## config.mk

```make
export PLATFORM = sky130hd
export DESIGN_NAME = tds_ctrl
export DESIGN_NICKNAME = d
export VERILOG_FILES = /design/src/rtl/core/tds_pkg.sv /design/src/rtl/core/tds_ctrl.sv
export SDC_FILE = /design/constraint.sdc
export NUM_CORES = 1
export LEC_CHECK = 0
export BUFFER_PORTS_ARGS = -buffer_cell sky130_fd_sc_hd__buf_2
export CORE_ASPECT_RATIO = 0.75
export CORE_MARGIN = 2
export CORE_UTILIZATION = 40
export DETAILED_ROUTE_END_ITERATION = 8
export HOLD_SLACK_MARGIN = 0.05
export PLACE_DENSITY = 0.61
export SYNTH_ARGS = -nofsm -noshare
export SYNTH_HDL_FRONTEND = slang
export SYNTH_SLANG_ARGS = --single-unit
```

## constraint.sdc

```tcl
create_clock -name clk -period 2.15 [get_ports clk]
set_clock_uncertainty 0.05 [all_clocks]
set_input_delay 0.1075 -clock clk [delete_from_list [all_inputs] [get_ports clk]]
set_output_delay 0.1075 -clock clk [all_outputs]
set_load 0.02 [all_outputs]
```

## src/rtl/core/tds_pkg.sv

```systemverilog
// Package with the types, codes and constants of the task dependency scoreboard.
package tds_pkg;

    localparam int OP_W        = 4;
    localparam int SLOT_W      = 5;
    localparam int HANDLE_W    = 8;
    localparam int RES_W       = 3;
    localparam int CNT_W       = 6;
    localparam int TBL_W       = 6;
    localparam int IN_TDATA_W  = 24;
    localparam int OUT_TDATA_W = 8;

    localparam int DEF_NUM_SLOTS   = 32;
    localparam int DEF_NUM_HANDLES = 256;
    localparam int MAX_TBL_DEPTH   = 256;

    localparam logic [TBL_W-1:0] TBL_UNMAPPED = 6'd63;

    // Lifecycle phase of one slot.
    typedef enum logic [2:0] {
        PH_READY     = 3'd0,
        PH_WAITING   = 3'd1,
        PH_FORCED    = 3'd2,
        PH_EXECUTING = 3'd3,
        PH_COMPLETE  = 3'd4,
        PH_DETACHED  = 3'd5
    } phase_t;

    // Result codes.
    typedef enum logic [RES_W-1:0] {
        EV_ALLOC   = 3'd0,
        EV_FULL    = 3'd1,
        EV_WAIT    = 3'd2,
        EV_EXEC    = 3'd3,
        EV_DISPOSE = 3'd4,
        EV_DONE    = 3'd5,
        EV_ERROR   = 3'd6
    } event_t;

    // Operation codes.
    typedef enum logic [OP_W-1:0] {
        OP_ATTACH       = 4'd0,
        OP_ORDER_SLOTS  = 4'd1,
        OP_ORDER_HANDLE = 4'd2,
        OP_MAP          = 4'd3,
        OP_UNMAP        = 4'd4,
        OP_START        = 4'd5,
        OP_FORCE_SLOT   = 4'd6,
        OP_FORCE_HANDLE = 4'd7,
        OP_COMPLETE     = 4'd8
    } op_t;

    // Controller states.
    typedef enum logic [3:0] {
        S_IDLE,
        S_DEC,
        S_START2,
        S_ORD,
        S_FROOT,
        S_ENT1,
        S_ENT2,
        S_FTOP,
        S_FSCAN,
        S_CSCAN,
        S_CEND,
        S_FIN
    } state_t;

    // Datapath commands.
    typedef enum logic [4:0] {
        CMD_NONE,
        CMD_LOAD,
        CMD_ERR,
        CMD_ALLOC,
        CMD_RES,
        CMD_ORDER,
        CMD_MAP,
        CMD_UNMAP,
        CMD_WAIT,
        CMD_EXEC,
        CMD_ENTER2,
        CMD_FTOP,
        CMD_FSCAN,
        CMD_CSTART,
        CMD_CSCAN,
        CMD_CEND,
        CMD_FINISH
    } cmd_t;

    typedef struct packed {
        cmd_t cmd;
    } dp_ctrl_t;

    typedef struct packed {
        logic [OP_W-1:0] op;
        logic            sok;
        phase_t          ph_cur;
        logic            pc_cur_zero;
        logic            res_ok;
        logic            sp_zero;
        logic            sp_one;
        logic            scan_hit;
        logic            scan_last;
        logic            out_free;
    } dp_stat_t;

endpackage

```

## src/rtl/core/tds_ctrl.sv

```systemverilog
// Controller state machine that sequences the scoreboard datapath.
module tds_ctrl (
    input  logic               clk,
    input  logic               rst_n,
    input  logic               in_valid,
    output logic               in_ready,
    input  tds_pkg::dp_stat_t  stat,
    output tds_pkg::dp_ctrl_t  ctrl
);

    tds_pkg::state_t state_reg;
    tds_pkg::state_t state_next;
    logic            ph_ready;
    logic            ph_low;

    assign ph_ready = (stat.ph_cur == tds_pkg::PH_READY);
    assign ph_low   = (stat.ph_cur == tds_pkg::PH_READY) ||
                      (stat.ph_cur == tds_pkg::PH_WAITING);

    // State register.
    always_ff @(posedge clk or negedge rst_n)
    begin
        if (!rst_n)
        begin
            state_reg <= tds_pkg::S_IDLE;
        end
        else
        begin
            state_reg <= state_next;
        end
    end

    // Next state; every busy state waits while the output register is blocked.
    always_comb
    begin
        state_next = state_reg;
        case (state_reg)
            tds_pkg::S_IDLE:
            begin
                if (in_valid)
                begin
                    state_next = tds_pkg::S_DEC;
                end
            end
            default:
            begin
                if (stat.out_free)
                begin
                    case (state_reg)
                        tds_pkg::S_DEC:
                        begin
                            case (stat.op)
                                tds_pkg::OP_ORDER_SLOTS, tds_pkg::OP_ORDER_HANDLE:
                                    state_next = (!stat.sok || !ph_ready) ?
                                                 tds_pkg::S_FIN : tds_pkg::S_ORD;
                                tds_pkg::OP_START:
                                    state_next = (!stat.sok || !ph_ready) ?
                                                 tds_pkg::S_FIN : tds_pkg::S_START2;
                                tds_pkg::OP_FORCE_SLOT:
                                    state_next = !stat.sok ? tds_pkg::S_FIN :
                                                 tds_pkg::S_FROOT;
                                tds_pkg::OP_FORCE_HANDLE:
                                    state_next = tds_pkg::S_FROOT;
                                tds_pkg::OP_COMPLETE:
                                    state_next = (!stat.sok ||
                                                  stat.ph_cur != tds_pkg::PH_EXECUTING) ?
                                                 tds_pkg::S_FIN : tds_pkg::S_CSCAN;
                                default:
                                    state_next = tds_pkg::S_FIN;
                            endcase
                        end
                        tds_pkg::S_START2: state_next = tds_pkg::S_FIN;
                        tds_pkg::S_ORD:    state_next = tds_pkg::S_FIN;
                        tds_pkg::S_FROOT:
                            state_next = (stat.res_ok && ph_low) ?
                                         tds_pkg::S_ENT1 : tds_pkg::S_FIN;
                        tds_pkg::S_ENT1:   state_next = tds_pkg::S_ENT2;
                        tds_pkg::S_ENT2:
                            state_next = (stat.pc_cur_zero && stat.sp_zero) ?
                                         tds_pkg::S_FIN : tds_pkg::S_FTOP;
                        tds_pkg::S_FTOP:   state_next = tds_pkg::S_FSCAN;
                        tds_pkg::S_FSCAN:
                        begin
                            if (stat.scan_hit)
                            begin
                                state_next = tds_pkg::S_ENT1;
                            end
                            else if (stat.scan_last)
                            begin
                                state_next = stat.sp_one ? tds_pkg::S_FIN :
                                             tds_pkg::S_FTOP;
                            end
                        end
                        tds_pkg::S_CSCAN:
                        begin
                            if (stat.scan_last)
                            begin
                                state_next = tds_pkg::S_CEND;
                            end
                        end
                        tds_pkg::S_CEND:   state_next = tds_pkg::S_FIN;
                        tds_pkg::S_FIN:    state_next = tds_pkg::S_IDLE;
                        default:           state_next = tds_pkg::S_IDLE;
                    endcase
                end
            end
        endcase
    end

    // Command outputs.
    always_comb
    begin
        in_ready  = (state_reg == tds_pkg::S_IDLE);
        ctrl.cmd  = tds_pkg::CMD_NONE;
        case (state_reg)
            tds_pkg::S_IDLE:
            begin
                if (in_valid)
                begin
                    ctrl.cmd = tds_pkg::CMD_LOAD;
                end
            end
            default:
            begin
                if (stat.out_free)
                begin
                    case (state_reg)
                        tds_pkg::S_DEC:
                        begin
                            case (stat.op)
                                tds_pkg::OP_ATTACH:
                                    ctrl.cmd = tds_pkg::CMD_ALLOC;
                                tds_pkg::OP_ORDER_SLOTS, tds_pkg::OP_ORDER_HANDLE:
                                    ctrl.cmd = (!stat.sok || !ph_ready) ?
                                               tds_pkg::CMD_ERR : tds_pkg::CMD_RES;
                                tds_pkg::OP_MAP:
                                    ctrl.cmd = !stat.sok ? tds_pkg::CMD_ERR :
                                               tds_pkg::CMD_MAP;
                                tds_pkg::OP_UNMAP:
                                    ctrl.cmd = tds_pkg::CMD_UNMAP;
                                tds_pkg::OP_START:
                                    ctrl.cmd = !stat.sok ? tds_pkg::CMD_ERR :
                                               (ph_ready ? tds_pkg::CMD_WAIT :
                                                tds_pkg::CMD_NONE);
                                tds_pkg::OP_FORCE_SLOT:
                                    ctrl.cmd = !stat.sok ? tds_pkg::CMD_ERR :
                                               tds_pkg::CMD_RES;
                                tds_pkg::OP_FORCE_HANDLE:
                                    ctrl.cmd = tds_pkg::CMD_RES;
                                tds_pkg::OP_COMPLETE:
                                    ctrl.cmd = (!stat.sok ||
                                                stat.ph_cur != tds_pkg::PH_EXECUTING) ?
                                               tds_pkg::CMD_ERR : tds_pkg::CMD_CSTART;
                                default:
                                    ctrl.cmd = tds_pkg::CMD_ERR;
                            endcase
                        end
                        tds_pkg::S_START2:
                            ctrl.cmd = stat.pc_cur_zero ? tds_pkg::CMD_EXEC :
                                       tds_pkg::CMD_NONE;
                        tds_pkg::S_ORD:    ctrl.cmd = tds_pkg::CMD_ORDER;
                        tds_pkg::S_ENT1:
                            ctrl.cmd = ph_ready ? tds_pkg::CMD_WAIT : tds_pkg::CMD_NONE;
                        tds_pkg::S_ENT2:   ctrl.cmd = tds_pkg::CMD_ENTER2;
                        tds_pkg::S_FTOP:   ctrl.cmd = tds_pkg::CMD_FTOP;
                        tds_pkg::S_FSCAN:  ctrl.cmd = tds_pkg::CMD_FSCAN;
                        tds_pkg::S_CSCAN:  ctrl.cmd = tds_pkg::CMD_CSCAN;
                        tds_pkg::S_CEND:   ctrl.cmd = tds_pkg::CMD_CEND;
                        tds_pkg::S_FIN:    ctrl.cmd = tds_pkg::CMD_FINISH;
                        default:           ctrl.cmd = tds_pkg::CMD_NONE;
                    endcase
                end
            end
        endcase
    end

endmodule

```

==> summary.md, run 1 <==
| Metric | Value |
|---|---|
| Dpl cells | `169` |
| Max reg flops | `4` |
| Initial Utilization | `43.4%` |
| Global-route wire length before repair | `4.30 mm` |
| Critical Path Max Stage Delay | `0.52 ns` |
| 1st-pass router iterations | `6` |
| Delay-heaviest family, CP | `simple AND/OR/NAND/NOR gates` |
| RSZ-0062 raised after global routing | `no` |
| Crit end category | `primary output` |
| Peak VDD IR | `0.000815 V` |
| Worst Path Required | `1.99 ns` |
| Reg-to-reg slack, setup | `0.49 ns` |
| Syn_area_per_cell | `6.90 um^2` |
| Crit Path Category | `flop to primary output` |
| CP startpoint | `state_reg[3]` |
| Crit start category | `flop` |
| Critical-path top delay cell | `dfrtp_2` |
| Pwr dens | `1130 mW/mm^2` |
| Antenna Nets Post-Route | `0` |
| GRT Residual Overflow | `0` |
| WL/cell | `14.7 um` |
| Worst-Margin Slew | `0.411 ns` |
| Most common cell after layout, fill and taps aside | `buf_2` |
| Clock Tree Root | `clkbuf_4` |
| Post-synthesis async set-or-reset flop share | `100%` |
| CTS clock-pin slew for the worst setup and hold paths | `0.03 ns` |
| Vias per cell | `6.32` |
| Leading cell types in the layout, fill and taps excluded | `buf_2, o21ai_0, nand2_1, nor2_1, a21oi_1` |
| Fin cells | `173` |
| Mapped Nets | `148` |
| Seq/Total Area, Yosys | `11.2%` |
| Area growth syn-to-layout | `15.9%` |
| Worst hold path type | `primary input to flop` |
| Fill cells | `215` |
| I/O pins | `24` |
| Setup TNS | `0 ns` |
| Hold Fails Final Rpt | `0` |
| Post-synth EDFFs | `0` |
| Max Cap Viol | `0` |
| Routed wire length | `2.54 mm` |
| Synthesized netlist cell count | `130` |
| Outcome | `finished, violations left` |
| H-tree depth | `1` |
| Gpl congestion | `0.961` |
| Slew headroom | `72.5%` |
| Worst r2r src | `state_reg[3]` |
| Register Area | `104 um^2` |
| Nets | `169` |
| Die W | `58.7 um` |
| Warnings from Yosys | `0` |
| Area of the core | `0.00207 mm^2` |
| Hold Path Origin | `stat[0]` |
| DRC Markers | `2` |
| Worst EP arrival | `1.71 ns` |
| Final Cycle Share | `87.0%` |
| Min Tclk post-route | `1.87 ns` |
| Distinct cells, synth | `46` |
| Multi-input gate area | `728 um^2` |
| CTS Buf Count | `3` |
| Failing checks | `DRC` |
| Bufs on Longest Clock Path | `2` |
| Port bufs | `23` |
| Worst-path cell chain | `nor4b_4 -> nand2_1 -> nor2_1 -> nand2_1 -> a21oi_1 -> buf_2` |
| Tot GR Track Use | `20.8%` |
| Static leakage | `0.402 nW` |
| Most used cell, CP | `nand2_1` |
| Syn Std Cell Area | `897 um^2` |
| Antenna violations before repair | `0` |
| Setup violators final | `0` |
| DP HPWL | `1.96 mm` |
| Largest net degree at the start of global routing | `17` |
| Die height | `45.0 um` |
| CTS tree | `done` |
| DIE AREA | `0.00264 mm^2` |
| Number of global-route vias before repair | `902` |
| Max Freq | `535 MHz` |
| Iter 0 DRT Violations | `67` |
| Synth Flop Type | `dfrtp_1` |
| Slew Limit Fails | `0` |
| FF+latch count, synth | `4` |
| Clock sink count | `4` |
| Row count | `14` |
| Clock Latency Late Sink | `0.23 ns` |
| Critical path buffers and inverters | `1` |
| # diodes | `0` |
| Share of cells above drive strength 1 | `27.5%` |
| Via count | `1094` |
| Maximum fanout along the worst path | `16` |
| Post-CTS Setup Inserts | `0` |
synth_stat cells (2+ instances only):
library cell	count	area share [%]
nor4b_1	2	2.0
a21o_1	2	1.7
nand2b_1	7	4.9
nor3_1	5	2.8
nor2_1	13	5.4
xnor2_1	2	2.0
nand3_1	2	1.1
buf_4	2	1.7
dfrtp_1	4	11
a31oi_1	4	2.8
o41ai_1	2	2.0
inv_1	3	1.3
nand2_1	13	5.4
nor2b_1	5	3.5
o22ai_1	3	2.1
buf_2	7	3.9
o21ai_0	14	7.8
o31ai_1	2	1.7
a2bb2oi_1	2	2.0
a21oi_1	10	5.6
power breakdown:
part / internal [W] / total [W] / switching [W]
Clock: 0.0000622 / 0.0000900 / 0.0000278
Sequential: 0.000114 / 0.000245 / 0.000131
Combinational: 0.000364 / 0.000841 / 0.000477
timing repair:
action                                  4_1_cts  5_1_grt
gates resized for setup                       0        4
endpoints found under the setup margin        0        3
endpoints found under the hold margin         4        0
hold buffers                                  1        0
layout make-up:
class | instances | area share (%)
inverter | 4 | 1.44
sequential | 4 | 9.99
tap | 24 | 2.89
multi-input combinational | 112 | 70.0
clock buffer | 3 | 2.17
timing repair buffer | 26 | 13.5
metal layers:
layer / global-route usage (%) / vias to the layer above / share of wire, %
met5: 0 / - / 0
met1: 33.0 / 506 / 48
li1: - / 531 / -
met3: 4.87 / 2 / 10
met2: 29.2 / 55 / 41
met4: 1.82 / 0 / 0.59
kinds of logic (layout without fill, tap and decap cells):
family / Yosys count / in the layout / share of synthesized area, %
adders and majority gates: 1 / 1 / 1.26
AOI/OAI and AO/OA: 53 / 53 / 39.5
DFF: 4 / 4 / 11.2
buffers and inverters: 14 / 33 / 8.51
xor gates and xnor gates: 2 / 2 / 1.95
and+or+nand+nor: 56 / 56 / 37.7
through the flow:
step                      total power, W  setup WS [ns]  utilization (%)  cell area, um^2  hold slack [ns]
after global routing             0.00128          0.104             50.3             1040            0.126
after CTS                        0.00115          0.101             49.8             1030            0.107
after floorplan                 0.000885          0.535                -              897           -0.238
after global placement           0.00106          0.376             48.2              996           -0.136
after detailed placement         0.00105          0.349             48.2              996           -0.137
final                            0.00118          0.280             50.3             1040            0.136
worst paths after layout:
path | end | depth (start not counted)
max | ctrl[3] | 6
max in group asynchronous | state_reg[3] | 2
max reg2reg | state_reg[0] | 5
min reg2reg | state_reg[3] | 2
min | state_reg[2] | 2
min in group asynchronous | state_reg[0] | 2
worst register-to-register path, delay by kind of cell (launching register included):
kind | cells | cell delay (ns)
and+or+nand+nor | 2 | 0.57
DFF | 1 | 0.52
AOI/OAI and AO/OA | 3 | 0.39
(Power assumes the default switching activity.)
==> run 2: changes to the inputs <==
--- a/config.mk
+++ b/config.mk
@@ -6,12 +6,12 @@
 export NUM_CORES = 1
 export LEC_CHECK = 0
 export BUFFER_PORTS_ARGS = -buffer_cell sky130_fd_sc_hd__buf_2
-export CORE_ASPECT_RATIO = 0.75
 export CORE_MARGIN = 2
-export CORE_UTILIZATION = 40
+export CORE_UTILIZATION = 56
 export DETAILED_ROUTE_END_ITERATION = 8
 export HOLD_SLACK_MARGIN = 0.05
-export PLACE_DENSITY = 0.61
+export PLACE_DENSITY = 0.82
+export SETUP_SLACK_MARGIN = 0.15
 export SYNTH_ARGS = -nofsm -noshare
 export SYNTH_HDL_FRONTEND = slang
 export SYNTH_SLANG_ARGS = --single-unit
==> run 2 against run 1 <==
  * The run now ends clean
  * Maximum frequency is 0.30% lower
  * Largest cell class unchanged
  * Critical endpoint unchanged
  * Sequential share of layout area is 0.42 points higher
  * Largest power group unchanged
  * Highest routed layer unchanged
  * Utilization is 18 points higher
  * Total power is 1.6% higher
  * Final area is 0.60% lower
  * Sequential power is 9.0% higher
  * Non-clock buffer count stayed put
==> summary.md, run 2 (synthesis gave the netlist of run 1 again) <==
| Metric | Value |
|---|---|
| Outcome | `finished clean` |
| Crit Path Category | `flop to primary output` |
| CTS clock-pin slew for the worst setup and hold paths | `0.05 ns (+0.02 ns)` |
| Largest net degree at the start of global routing | `17 (unchanged)` |
| Delay-heaviest family, CP | `simple AND/OR/NAND/NOR gates` |
| Initial Utilization | `59.6% (+16 points)` |
| Worst hold path type | `primary input to flop` |
| Global-route wire length before repair | `4.21 mm (-2.1%)` |
| 1st-pass router iterations | `4 (-2)` |
| DIE AREA | `0.00194 mm^2 (-27%)` |
| H-tree depth | `1 (unchanged)` |
| Area growth syn-to-layout | `15.2%` |
| Fill cells | `137 (-36%)` |
| Min Tclk post-route | `1.88 ns (+0.00564 ns)` |
| # diodes | `0 (unchanged)` |
| Area of the core | `0.00151 mm^2 (-27%)` |
| WHS | `0.121 ns (-0.0150 ns)` |
| Port bufs | `23 (unchanged)` |
| Most used cell, CP | `nand2_1` |
| Setup TNS | `0 ns (unchanged)` |
| Share of cells above drive strength 1 | `28.2% (+0.67 points)` |
| Die W | `44.0 um (-25%)` |
| Crit end category | `primary output` |
| I/O pins | `24 (unchanged)` |
| Peak VDD IR | `0.000932 V (+14%)` |
| DP HPWL | `1.86 mm (-5.0%)` |
| Iter 0 DRT Violations | `62 (-7.5%)` |
| Antenna violations before repair | `0 (unchanged)` |
| Leading cell types in the layout, fill and taps excluded | `buf_2, o21ai_0, nand2_1, nor2_1, a21oi_1` |
| Nets | `169 (unchanged)` |
| Critical path buffers and inverters | `1 (unchanged)` |
| CTS tree | `done` |
| Max Cap Viol | `0 (unchanged)` |
| Max Freq | `533 MHz (-0.30%)` |
| Final Cycle Share | `87.2% (+0.26 points)` |
| Crit start category | `flop` |
| Hold Fails Final Rpt | `0 (unchanged)` |
| Maximum fanout along the worst path | `16 (unchanged)` |
| Routed wire length | `2.53 mm (-0.43%)` |
| Dpl cells | `160 (-5.3%)` |
| Fin cells | `165 (-4.6%)` |
| Most common cell after layout, fill and taps aside | `buf_2` |
| Die height | `44.0 um (-2.2%)` |
| Multi-input gate area | `728 um^2 (unchanged)` |
| Worst-Margin Slew | `0.373 ns (-0.0385 ns)` |
| Final worst setup slack | `0.274 ns (-0.00564 ns)` |
| Clock sink count | `4 (unchanged)` |
| Setup violators final | `0 (unchanged)` |
| Pwr dens | `1160 mW/mm^2 (+2.3%)` |
| Worst Path Required | `1.99 ns (about the same)` |
| Static leakage | `0.401 nW (-0.26%)` |
| Slew headroom | `74.8% (+2.3 points)` |
| Vias per cell | `6.65 (+5.1%)` |
| Tot GR Track Use | `28.6% (+7.8 points)` |
| DP Worst Slack | `0.381 ns (+0.0326 ns)` |
| RSZ-0062 raised after global routing | `no` |
| Bufs on Longest Clock Path | `2 (unchanged)` |
| Register Area | `108 um^2 (+3.6%)` |
| Worst EP arrival | `1.72 ns (about the same)` |
| Util after Layout | `68.6% (+18 points)` |
| Clock Latency Late Sink | `0.24 ns (about the same)` |
| Via count | `1097 (+0.27%)` |
| Clock Tree Root | `clkbuf_4` |
| Critical-path top delay cell | `dfrtp_4` |
| GRT Residual Overflow | `0 (unchanged)` |
| Antenna Nets Post-Route | `0 (unchanged)` |
| Max reg flops | `4 (unchanged)` |
| Row count | `14 (unchanged)` |
| CTS Buf Count | `3 (unchanged)` |
| Worst-path cell chain | `nor4b_4 -> nand2_1 -> nor2_1 -> nand2_1 -> a21oi_1 -> buf_2` |
| WL/cell | `15.3 um (+4.4%)` |
| DRC Markers | `0 (-2)` |
| Number of global-route vias before repair | `940 (+4.2%)` |
| Slew Limit Fails | `0 (unchanged)` |
| Critical Path Max Stage Delay | `0.56 ns (+0.04 ns)` |
| Gpl congestion | `1.01 (+4.9%)` |
run 2: cell counts in the layout (fill, tap and decap cells not counted):
No cell type changed its count.
run 2: final timing paths:
check,end,from,slack [ns],depth (start not counted)
worst max register to register,state_reg[3],state_reg[3],0.54,5
max in group asynchronous,state_reg[3],rst_n,1.76,2
worst max-delay path,ctrl[3],state_reg[3],0.27,6
min in group asynchronous,state_reg[0],rst_n,0.14,2
worst min register to register,state_reg[3],state_reg[3],0.66,2
worst min-delay path,state_reg[0],in_valid,0.12,3
run 2: cell type report:
cell class / count / area share [%]
clock buffer: 3 / 2.18
timing repair buffer: 26 / 13.6
multi-input combinational: 112 / 70.5
inverter: 4 / 1.45
tap: 16 / 1.94
sequential: 4 / 10.4
run 2: power by group:
part	internal [W]	leakage [nW]	switching [W]
Clock	0.0000626	0.0138	0.0000331
Sequential	0.000121	0.0442	0.000147
Combinational	0.000368	0.343	0.000465
run 2: through the flow:
| stage | area, um^2 | power, W |
|---|---|---|
| after detailed placement | 978 | 0.00103 |
| after global placement | 978 | 0.00103 |
| after global routing | 1030 | 0.00129 |
| final | 1030 | 0.00120 |
| after floorplan | 897 | 0.000885 |
| after CTS | 1010 | 0.00113 |
run 2: repair_timing:
item,CTS,global route
hold buffers,1,0
cloned,0,0
pin swaps,0,1
gates resized for setup,2,4
endpoints found under the setup margin,3,3
setup buffers,0,1
endpoints found under the hold margin,4,0
run 2: per-layer routing:
layer  track usage (%)  vias up  wire length [um]
li1                  -      534                 -
met5                 0        -                 0
met2              38.8       68              1130
met1              44.6      487              1120
met4              8.48        0                37
met3              6.12        8               246
run 2: tightest hold or removal path: stages:
cell	delay (ns)
buf_2	0.09
a211oi_1	0.06
a21oi_1	0.11
